<file path="config.mk">
export PLATFORM = sky130hd
export DESIGN_NAME = binary_heap_priority_queue
export DESIGN_NICKNAME = d
export VERILOG_FILES = /design/src/hdl/bhpq_pkg.sv /design/src/hdl/bhpq_ctrl.sv /design/src/hdl/bhpq_dp.sv /design/src/hdl/binary_heap_priority_queue.sv
export SDC_FILE = /design/constraint.sdc
export NUM_CORES = 2
export LEC_CHECK = 0
export BUFFER_PORTS_ARGS = -buffer_cell sky130_fd_sc_hd__buf_4
export CAP_MARGIN = 20
export CORE_AREA = 3 3 480 482
export DETAILED_ROUTE_END_ITERATION = 8
export DIE_AREA = 0 0 483 485
export HOLD_SLACK_MARGIN = 0.15
export PLACE_DENSITY = 0.61
export SYNTH_ARGS = -nofsm -noshare
export SYNTH_HDL_FRONTEND = slang
export SYNTH_HIERARCHICAL = 1
export SYNTH_SLANG_ARGS = --single-unit
</file>
<file path="constraint.sdc">
create_clock -name clk -period 16.7 [get_ports clk]
set_clock_uncertainty 0.1 [all_clocks]
set_input_delay 0 -clock clk [delete_from_list [all_inputs] [get_ports clk]]
set_output_delay 0 -clock clk [all_outputs]
set_load 0.005 [all_outputs]
</file>
<file path="src/hdl/bhpq_pkg.sv">
// bhpq_pkg: shared types, constants and the order compare for the binary heap queue
// used by bhpq_ctrl, bhpq_dp and binary_heap_priority_queue; no dependencies
`default_nettype none

package bhpq_pkg;

    // default heap capacity in elements
    localparam int CAPACITY_DEF = 63;

    // fixed payload widths
    localparam int VAL_W  = 32;
    localparam int FILL_W = 6;

    // request codes
    localparam logic REQ_INSERT = 1'b0;
    localparam logic REQ_REMOVE = 1'b1;

    // order modes
    localparam logic MODE_MAX = 1'b0;
    localparam logic MODE_MIN = 1'b1;

    // result status codes
    typedef enum logic [1:0] {
        ST_OK    = 2'd0,
        ST_EMPTY = 2'd1,
        ST_FULL  = 2'd2
    } status_t;

    // controller states
    typedef enum logic [3:0] {
        S_IDLE,
        S_INS_BEGIN,
        S_UP_RD,
        S_UP_CMP,
        S_RM_TOP,
        S_RM_LAST,
        S_RM_INIT,
        S_DN_CHK,
        S_DN_LEFT,
        S_DN_RIGHT,
        S_DN_DEC,
        S_DONE
    } state_t;

    // commands from controller to datapath
    typedef struct packed {
        logic accept;     // capture request beat
        logic up_init;    // pos = count + 1, count++
        logic rd_parent;  // read parent of pos
        logic up_step;    // move parent down to pos, climb
        logic up_place;   // write new value at pos
        logic rd_top;     // read root
        logic rd_last;    // capture root, read last element
        logic dn_init;    // capture last, count--, start at root
        logic rd_child;   // read left child
        logic dn_left;    // capture left child, read right child
        logic dn_right;   // pick between children
        logic dn_step;    // move chosen child up, descend
        logic dn_place;   // write last element at parent
        logic finish;     // load result register
    } ctrl_cmd_t;

    // status from datapath to controller
    typedef struct packed {
        logic full;
        logic empty;
        logic pos_is_root;
        logic val_better;
        logic child_in;
        logic right_in;
        logic cand_better;
        logic rsp_free;
    } dp_stat_t;

    // true when a is strictly better than b in the given order
    function automatic logic better(input logic signed [VAL_W-1:0] a,
                                    input logic signed [VAL_W-1:0] b,
                                    input logic mode);
        logic res;
        if (mode == MODE_MIN)
            res = (a < b);
        else
            res = (a > b);
        return res;
    endfunction

endpackage

`default_nettype wire

</file>
<file path="src/hdl/bhpq_ctrl.sv">
// bhpq_ctrl: state machine that sequences insert sift-up and remove sift-down
// depends on bhpq_pkg; drives bhpq_dp through ctrl_cmd_t, reads dp_stat_t
`default_nettype none

module bhpq_ctrl (
    input  wire                  clk,
    input  wire                  rst_n,
    input  wire                  req_valid,
    input  wire                  req_type,
    output logic                 req_stall,
    input  bhpq_pkg::dp_stat_t   stat,
    output bhpq_pkg::ctrl_cmd_t  cmd
);

    bhpq_pkg::state_t state_reg;
    bhpq_pkg::state_t state_next;
    logic             take;

    assign take      = req_valid && (state_reg == bhpq_pkg::S_IDLE);
    assign req_stall = (state_reg != bhpq_pkg::S_IDLE);

    // state register
    always_ff @(posedge clk or negedge rst_n)
    begin
        if (!rst_n)
            state_reg <= bhpq_pkg::S_IDLE;
        else
            state_reg <= state_next;
    end

    // next state
    always_comb
    begin
        state_next = state_reg;
        case (state_reg)
            bhpq_pkg::S_IDLE:
            begin
                if (take)
                begin
                    if (req_type == bhpq_pkg::REQ_INSERT)
                        state_next = stat.full ? bhpq_pkg::S_DONE : bhpq_pkg::S_INS_BEGIN;
                    else
                        state_next = stat.empty ? bhpq_pkg::S_DONE : bhpq_pkg::S_RM_TOP;
                end
            end
            bhpq_pkg::S_INS_BEGIN: state_next = bhpq_pkg::S_UP_RD;
            bhpq_pkg::S_UP_RD:
                state_next = stat.pos_is_root ? bhpq_pkg::S_DONE : bhpq_pkg::S_UP_CMP;
            bhpq_pkg::S_UP_CMP:
                state_next = stat.val_better ? bhpq_pkg::S_UP_RD : bhpq_pkg::S_DONE;
            bhpq_pkg::S_RM_TOP:    state_next = bhpq_pkg::S_RM_LAST;
            bhpq_pkg::S_RM_LAST:   state_next = bhpq_pkg::S_RM_INIT;
            bhpq_pkg::S_RM_INIT:   state_next = bhpq_pkg::S_DN_CHK;
            bhpq_pkg::S_DN_CHK:
                state_next = stat.child_in ? bhpq_pkg::S_DN_LEFT : bhpq_pkg::S_DONE;
            bhpq_pkg::S_DN_LEFT:
                state_next = stat.right_in ? bhpq_pkg::S_DN_RIGHT : bhpq_pkg::S_DN_DEC;
            bhpq_pkg::S_DN_RIGHT:  state_next = bhpq_pkg::S_DN_DEC;
            bhpq_pkg::S_DN_DEC:
                state_next = stat.cand_better ? bhpq_pkg::S_DN_CHK : bhpq_pkg::S_DONE;
            bhpq_pkg::S_DONE:
                if (stat.rsp_free)
                    state_next = bhpq_pkg::S_IDLE;
            default:               state_next = bhpq_pkg::S_IDLE;
        endcase
    end

    // command outputs
    always_comb
    begin
        cmd = '0;
        case (state_reg)
            bhpq_pkg::S_IDLE:      cmd.accept  = take;
            bhpq_pkg::S_INS_BEGIN: cmd.up_init = 1'b1;
            bhpq_pkg::S_UP_RD:
            begin
                cmd.up_place  = stat.pos_is_root;
                cmd.rd_parent = !stat.pos_is_root;
            end
            bhpq_pkg::S_UP_CMP:
            begin
                cmd.up_step  = stat.val_better;
                cmd.up_place = !stat.val_better;
            end
            bhpq_pkg::S_RM_TOP:    cmd.rd_top  = 1'b1;
            bhpq_pkg::S_RM_LAST:   cmd.rd_last = 1'b1;
            bhpq_pkg::S_RM_INIT:   cmd.dn_init = 1'b1;
            bhpq_pkg::S_DN_CHK:
            begin
                cmd.rd_child = stat.child_in;
                cmd.dn_place = !stat.child_in;
            end
            bhpq_pkg::S_DN_LEFT:   cmd.dn_left  = 1'b1;
            bhpq_pkg::S_DN_RIGHT:  cmd.dn_right = 1'b1;
            bhpq_pkg::S_DN_DEC:
            begin
                cmd.dn_step  = stat.cand_better;
                cmd.dn_place = !stat.cand_better;
            end
            bhpq_pkg::S_DONE:      cmd.finish = stat.rsp_free;
            default:               cmd = '0;
        endcase
    end

endmodule

`default_nettype wire

</file>
<file path="src/hdl/bhpq_dp.sv">
// bhpq_dp: heap store, element count, sift registers and result register
// depends on bhpq_pkg; commanded by bhpq_ctrl
`default_nettype none

module bhpq_dp #(
    parameter int CAPACITY = bhpq_pkg::CAPACITY_DEF
) (
    input  wire                                   clk,
    input  wire                                   rst_n,
    input  wire                                   cfg_wen,
    input  wire                                   cfg_wdata,
    input  wire                                   req_type,
    input  wire signed [bhpq_pkg::VAL_W-1:0]      value,
    input  bhpq_pkg::ctrl_cmd_t                   cmd,
    output bhpq_pkg::dp_stat_t                    stat,
    output logic                                  rsp_valid,
    input  wire                                   rsp_stall,
    output logic signed [bhpq_pkg::VAL_W-1:0]     top_value,
    output logic [1:0]                            status,
    output logic [bhpq_pkg::FILL_W-1:0]           fill_count
);

    localparam int DEPTH = CAPACITY + 1;
    localparam int AW    = $clog2(DEPTH);
    localparam int VW    = bhpq_pkg::VAL_W;

    // heap store, slot 0 unused
    logic signed [VW-1:0] mem [DEPTH];
    logic signed [VW-1:0] rd_data_reg;

    logic                 mode_reg;
    logic [AW-1:0]        cnt_reg;
    logic [AW-1:0]        pos_reg;
    logic [AW-1:0]        parent_reg;
    logic [AW:0]          child_reg;
    logic signed [VW-1:0] val_reg;
    logic signed [VW-1:0] last_reg;
    logic signed [VW-1:0] left_reg;
    logic signed [VW-1:0] cand_reg;
    logic signed [VW-1:0] top_reg;
    bhpq_pkg::status_t    st_reg;

    logic                 rd_en;
    logic [AW-1:0]        rd_addr;
    logic                 wr_en;
    logic [AW-1:0]        wr_addr;
    logic signed [VW-1:0] wr_data;
    logic [AW:0]          right_idx;
    logic                 take_right;

    assign right_idx  = child_reg + (AW+1)'(1);
    assign take_right = !bhpq_pkg::better(left_reg, rd_data_reg, mode_reg);

    // status toward the controller
    assign stat.full        = (cnt_reg >= AW'(CAPACITY));
    assign stat.empty       = (cnt_reg == '0);
    assign stat.pos_is_root = (pos_reg == AW'(1));
    assign stat.val_better  = bhpq_pkg::better(val_reg, rd_data_reg, mode_reg);
    assign stat.child_in    = (child_reg <= {1'b0, cnt_reg});
    assign stat.right_in    = (right_idx <= {1'b0, cnt_reg});
    assign stat.cand_better = bhpq_pkg::better(cand_reg, last_reg, mode_reg);
    assign stat.rsp_free    = !rsp_valid || !rsp_stall;

    // read address select
    always_comb
    begin
        rd_en   = 1'b1;
        rd_addr = '0;
        if (cmd.rd_parent)
            rd_addr = pos_reg >> 1;
        else if (cmd.rd_top)
            rd_addr = AW'(1);
        else if (cmd.rd_last)
            rd_addr = cnt_reg;
        else if (cmd.rd_child)
            rd_addr = child_reg[AW-1:0];
        else if (cmd.dn_left && stat.right_in)
            rd_addr = right_idx[AW-1:0];
        else
            rd_en = 1'b0;
    end

    // write address and data select
    always_comb
    begin
        wr_en   = 1'b1;
        wr_addr = '0;
        wr_data = '0;
        if (cmd.up_step)
        begin
            wr_addr = pos_reg;
            wr_data = rd_data_reg;
        end
        else if (cmd.up_place)
        begin
            wr_addr = pos_reg;
            wr_data = val_reg;
        end
        else if (cmd.dn_step)
        begin
            wr_addr = parent_reg;
            wr_data = cand_reg;
        end
        else if (cmd.dn_place)
        begin
            wr_addr = parent_reg;
            wr_data = last_reg;
        end
        else
            wr_en = 1'b0;
    end

    // heap store ports
    always_ff @(posedge clk)
    begin
        if (wr_en)
            mem[wr_addr] <= wr_data;
        if (rd_en)
            rd_data_reg <= mem[rd_addr];
    end

    // order mode register
    always_ff @(posedge clk or negedge rst_n)
    begin
        if (!rst_n)
            mode_reg <= bhpq_pkg::MODE_MAX;
        else if (cfg_wen)
            mode_reg <= cfg_wdata;
    end

    // element count
    always_ff @(posedge clk or negedge rst_n)
    begin
        if (!rst_n)
            cnt_reg <= '0;
        else if (cmd.up_init)
            cnt_reg <= cnt_reg + AW'(1);
        else if (cmd.dn_init)
            cnt_reg <= cnt_reg - AW'(1);
    end

    // sift working registers
    always_ff @(posedge clk)
    begin
        if (cmd.accept)
        begin
            val_reg <= value;
            top_reg <= '0;
            if (req_type == bhpq_pkg::REQ_INSERT)
                st_reg <= stat.full ? bhpq_pkg::ST_FULL : bhpq_pkg::ST_OK;
            else
                st_reg <= stat.empty ? bhpq_pkg::ST_EMPTY : bhpq_pkg::ST_OK;
        end
        if (cmd.up_init)
            pos_reg <= cnt_reg + AW'(1);
        if (cmd.up_step)
            pos_reg <= pos_reg >> 1;
        if (cmd.rd_last)
            top_reg <= rd_data_reg;
        if (cmd.dn_init)
        begin
            last_reg   <= rd_data_reg;
            parent_reg <= AW'(1);
            child_reg  <= (AW+1)'(2);
        end
        if (cmd.dn_left)
        begin
            left_reg <= rd_data_reg;
            cand_reg <= rd_data_reg;
        end
        if (cmd.dn_right && take_right)
        begin
            cand_reg  <= rd_data_reg;
            child_reg <= right_idx;
        end
        if (cmd.dn_step)
        begin
            parent_reg <= child_reg[AW-1:0];
            child_reg  <= child_reg << 1;
        end
    end

    // result beat valid
    always_ff @(posedge clk or negedge rst_n)
    begin
        if (!rst_n)
            rsp_valid <= 1'b0;
        else if (cmd.finish)
            rsp_valid <= 1'b1;
        else if (!rsp_stall)
            rsp_valid <= 1'b0;
    end

    // result beat payload
    always_ff @(posedge clk)
    begin
        if (cmd.finish)
        begin
            top_value  <= top_reg;
            status     <= st_reg;
            fill_count <= bhpq_pkg::FILL_W'(cnt_reg);
        end
    end

endmodule

`default_nettype wire

</file>
<file path="src/hdl/binary_heap_priority_queue.sv">
// binary_heap_priority_queue: top level of the heap priority queue
// depends on bhpq_pkg, bhpq_ctrl and bhpq_dp
//
// Request channel: req_valid / req_stall with req_type (0 insert, 1 remove) and
// value. Result channel: rsp_valid / rsp_stall with top_value, status and
// fill_count; every request beat yields exactly one result beat, in order.
// order_mode is written through cfg_wen / cfg_wdata (0 max-heap, 1 min-heap);
// write it only while the queue is idle and empty.
// One request at a time, registered store reads. An insert reads and compares
// the parent once per level climbed and then writes the new value; a remove
// reads the root and the last element, then per level descended reads the
// left child, the right child if present, and compares. A refused request
// (full or empty) goes straight to the result; the result beat becomes valid
// in the same cycle that the next request can be taken.
// req_stall is low only while the controller is idle; a finished result waits
// in the output register, so a new request is taken while the receiver stalls,
// and the next result is held back until that register frees.
// Reset empties the queue and selects max-heap order; store contents are not
// cleared, since only slots up to the element count are ever read.
`default_nettype none

module binary_heap_priority_queue #(
    parameter int CAPACITY = bhpq_pkg::CAPACITY_DEF
) (
    input  wire                                clk,
    input  wire                                rst_n,
    input  wire                                cfg_wen,
    input  wire                                cfg_wdata,
    input  wire                                req_valid,
    output logic                               req_stall,
    input  wire                                req_type,
    input  wire signed [bhpq_pkg::VAL_W-1:0]   value,
    output logic                               rsp_valid,
    input  wire                                rsp_stall,
    output logic signed [bhpq_pkg::VAL_W-1:0]  top_value,
    output logic [1:0]                         status,
    output logic [bhpq_pkg::FILL_W-1:0]        fill_count
);

    bhpq_pkg::ctrl_cmd_t cmd;
    bhpq_pkg::dp_stat_t  stat;

    // sequencer
    bhpq_ctrl u_ctrl (
        .clk       (clk),
        .rst_n     (rst_n),
        .req_valid (req_valid),
        .req_type  (req_type),
        .req_stall (req_stall),
        .stat      (stat),
        .cmd       (cmd)
    );

    // heap store and registers
    bhpq_dp #(
        .CAPACITY (CAPACITY)
    ) u_dp (
        .clk        (clk),
        .rst_n      (rst_n),
        .cfg_wen    (cfg_wen),
        .cfg_wdata  (cfg_wdata),
        .req_type   (req_type),
        .value      (value),
        .cmd        (cmd),
        .stat       (stat),
        .rsp_valid  (rsp_valid),
        .rsp_stall  (rsp_stall),
        .top_value  (top_value),
        .status     (status),
        .fill_count (fill_count)
    );

endmodule

`default_nettype wire

</file>
==> metrics.md <==
| Metric | Value |
|---|---|
| Status | `complete, no violations` |
| CTS root buffer | `clkbuf_16` |
| Worst EP arrival | `approximately 8.5 ns` |
| Max cap viols | `0` |
| DPL Wire Length | `~140000 um` |
| F_max | `~120 MHz` |
| P_sw | `0.007951 W` |
| Top cell type by total area after synthesis | `edfxtp_1` |
| # IOs | `around 80` |
| Initial antenna violation count | `8` |
| Net Count, Synth | `6357` |
| CTS Buf Count | `225` |
| Mapped Area | `about 93000 sq um` |
| Clk sinks | `~2300` |
| CTS tree | `built` |
| Critical path class | `register to register` |
| Pins Over Slew Limit | `0` |
| Layout Nets | `6559` |
| Largest Register | `u_dp/mem` |
| RSZ-0062 raised after global routing | `no` |
| Final Critical Period | `approximately 8.1 ns` |
| LEAKAGE | `approximately 37 nW` |
| Die W | `between 400 and 500 um` |
| Reg power frac | `slightly above 40%` |
| Via Count | `55290` |
| Power consumption | `~0.021 W` |
| Vias in the first global route | `53080` |
| Worst skew pair latency | `around 0.9 ns` |
| Synth cell count leaders | `edfxtp_1 (2299), nand2_1 (1120), mux2i_1 (509), a21oi_1 (481), nor4_1 (223)` |
| Gr ovfl total | `0` |
| Largest net degree at the start of global routing | `between 100 and 150` |
| Synth async-reset ratio | `0.5188%` |
| CTS Buffer Depth | `3` |
| Resize count post-CTS | `0` |
| Setup bufs post-CTS | `0` |
| Clk slew on worst S/H paths | `0.06 ns` |
| Syn avg cell area | `around 15 sq um` |
| H-Tree Depth | `4` |
| # DRC | `0` |
| Fin crit share | `between 40% and 50%` |
| Final wirelength | `about 260000 um` |
| Slew HR | `between 10% and 20%` |
| Total negative setup slack | `0 ns` |
| First-pass GRT wire length | `roughly 370000 um` |
| Power per Cell Area | `197.1 nW/um^2` |
| Sw frac | `about two fifths` |
| Wire length per cell | `~27 um` |
| Max reg flops | `slightly above 2000` |
| Routability cong. | `~0.85` |
| Final setup vio count | `0` |
| Yosys Warn Count | `6` |
| Antenna-violating nets left | `0` |
| First-pass detailed-route iteration total | `6` |
| Post-synthesis cell type count | `between 80 and 90` |
| Worst Setup End Kind | `register` |
| Synth top area cells | `edfxtp_1 (75%), mux2i_1 (5.5%), nand2_1 (4.5%)` |
| Clock power share | `roughly a quarter` |
| Tot GR Track Use | `between 20% and 30%` |
| Flop and latch count out of synthesis | `~2300` |
| Total die area | `~230000 sq um` |
| Die H | `between 400 and 500 um` |
| Initial Util | `40.80%` |
| Main synth FF type | `edfxtp_1` |
| Row count | `between 150 and 200` |
| Int Pwr | `between 0.01 and 0.015 W` |
| Startpoint types | `register` |
| Post-synth EDFFs | `around 2300` |
| Logic pwr share | `36.0%` |
| Via/cell ratio | `between 5 and 6` |
| Sequential area share after synthesis | `74.97%` |
| P&R area growth vs syn | `13.59%` |
| Core ar. | `approximately 230000 sq um` |
| Count leader, synth | `edfxtp_1` |
| Synth Instances | `6206` |
| Synth top area share | `around three quarters` |
| Data required time of the worst path | `between 15 and 20 ns` |
| Layout cells sized above 1 | `10.62%` |
| # port buffers | `80` |
| Least-Margin Pin Slew | `1.240 ns` |
| Worst VDD drop | `0.1849 mV` |
| Fin. Hold Viols | `0` |
| DRT iter0 DRCs | `between 6000 and 7000` |
| CP Max Fanout | `approximately 140` |
| FILL cells | `19550` |
| Worst Hold Class | `input port to async pin` |
## path summary, 6_finish.rpt
path	start	to	slack, ns	cells after the start
hold / removal	rst_n	u_ctrl/state_reg[3]	0.22	3
hold reg to reg	u_dp/top_reg[17]	u_dp/top_value[17]	0.32	0
min in group clk	value[12]	u_dp/val_reg[12]	0.29	3
setup / recovery	u_dp/cnt_reg[3]	u_dp/rd_data_reg[22]	8.64	22
max in group asynchronous	rst_n	u_ctrl/state_reg[0]	15.85	3
setup reg to reg	u_dp/cnt_reg[3]	u_dp/rd_data_reg[22]	8.64	22
## worst max-delay path: stages (launching register included)
cell and delay (ns):
dfrtp_1 0.51, inv_1 0.16, ha_1 0.22, a21o_1 0.17
a21oi_1 0.17, o21ai_0 0.13, a21oi_1 0.31, inv_1 0.07
nor3_1 0.72, nor2b_1 0.25, nand2_1 0.19, nor4_4 0.07
a21oi_4 0.19, buf_12 0.62, buf_4 0.65, buf_4 0.75
buf_4 0.60, mux2i_1 0.39, o22ai_1 0.13, nor4_1 0.84
nor4_1 0.12, nand2_1 0.11, o21ai_1 0.07
## layer usage
metal  part of all wire [%]  GRT usage, %
met5                      0             0
met4                    2.3         5.686
met3                    9.5         4.451
met2                     46         33.75
met1                     42         30.09
## what timing repair did
| item | CTS | global route |
|---|---|---|
| hold buffers | 76 | 0 |
| hold endpoints to repair | 126 | 0 |
| endpoints found under the setup margin | 0 | 0 |
## kinds of logic after synthesis
| kind of cell | count (synthesis) | synth area share (%) |
|---|---|---|
| simple gates | 1764 | 8.418 |
| compound gates | 1050 | 6.884 |
| mux | 517 | 5.603 |
| fa+ha+maj | 112 | 1.514 |
| xor+xnor | 13 | 0.1230 |
| buf+inv | 437 | 2.492 |
| flops | 2313 | 74.97 |
## power groups by stage
| stage | sequential (W) | combinational [W] | clock (W) |
|---|---|---|---|
| detailed placement | 0.00852 | 0.00734 | 0 |
| finish | 0.00841 | 0.00746 | 0.00484 |
| global route | 0.00845 | 0.00797 | 0.00515 |
| CTS | 0.00840 | 0.00738 | 0.00491 |
| floorplan | 0.00854 | 0.00467 | 0 |
| global placement | 0.00851 | 0.00719 | 0 |
## cell usage in the layout (no fill, tap or decap), drive strengths merged, types with 86 or more instances in the layout
cell / n
o21ai: 100
edfxtp: 2299
clkbuf: 285
nor2: 174
nand2: 1122
clkinv: 109
a21oi: 482
inv: 86
buf: 253
o22ai: 211
ha: 112
mux2i: 509
nor4: 225
## cell type report
cell class | instances | area (sq um) | share of cell area (%)
Antenna cell | 2 | 5.005 | 0.004761
Sequential cell | 2313 | 69380 | 66.00
Clock buffer | 284 | 5852 | 5.567
Timing Repair Buffer | 330 | 2833 | 2.695
Clock inverter | 127 | 1186 | 1.128
Tap cell | 3009 | 3765 | 3.581
Multi-Input combinational cell | 3456 | 21790 | 20.73
Inverter | 82 | 307.8 | 0.2928
## metrics by stage
step                worst slack (ns)  area [sq um]  util, %  instances  hold WS [ns]
CTS                            8.764        105100    46.33       9600        0.2030
finish                         8.636        105100    46.34       9603        0.2216
global route                   8.406        105100    46.34       9603        0.2453
floorplan                      9.581         92540        -       6206       -0.3956
detailed placement             8.820         97310    42.90       9113       -0.2174
global placement               8.711         97110    42.81       9100       -0.2288
(Power assumes the default switching activity.)
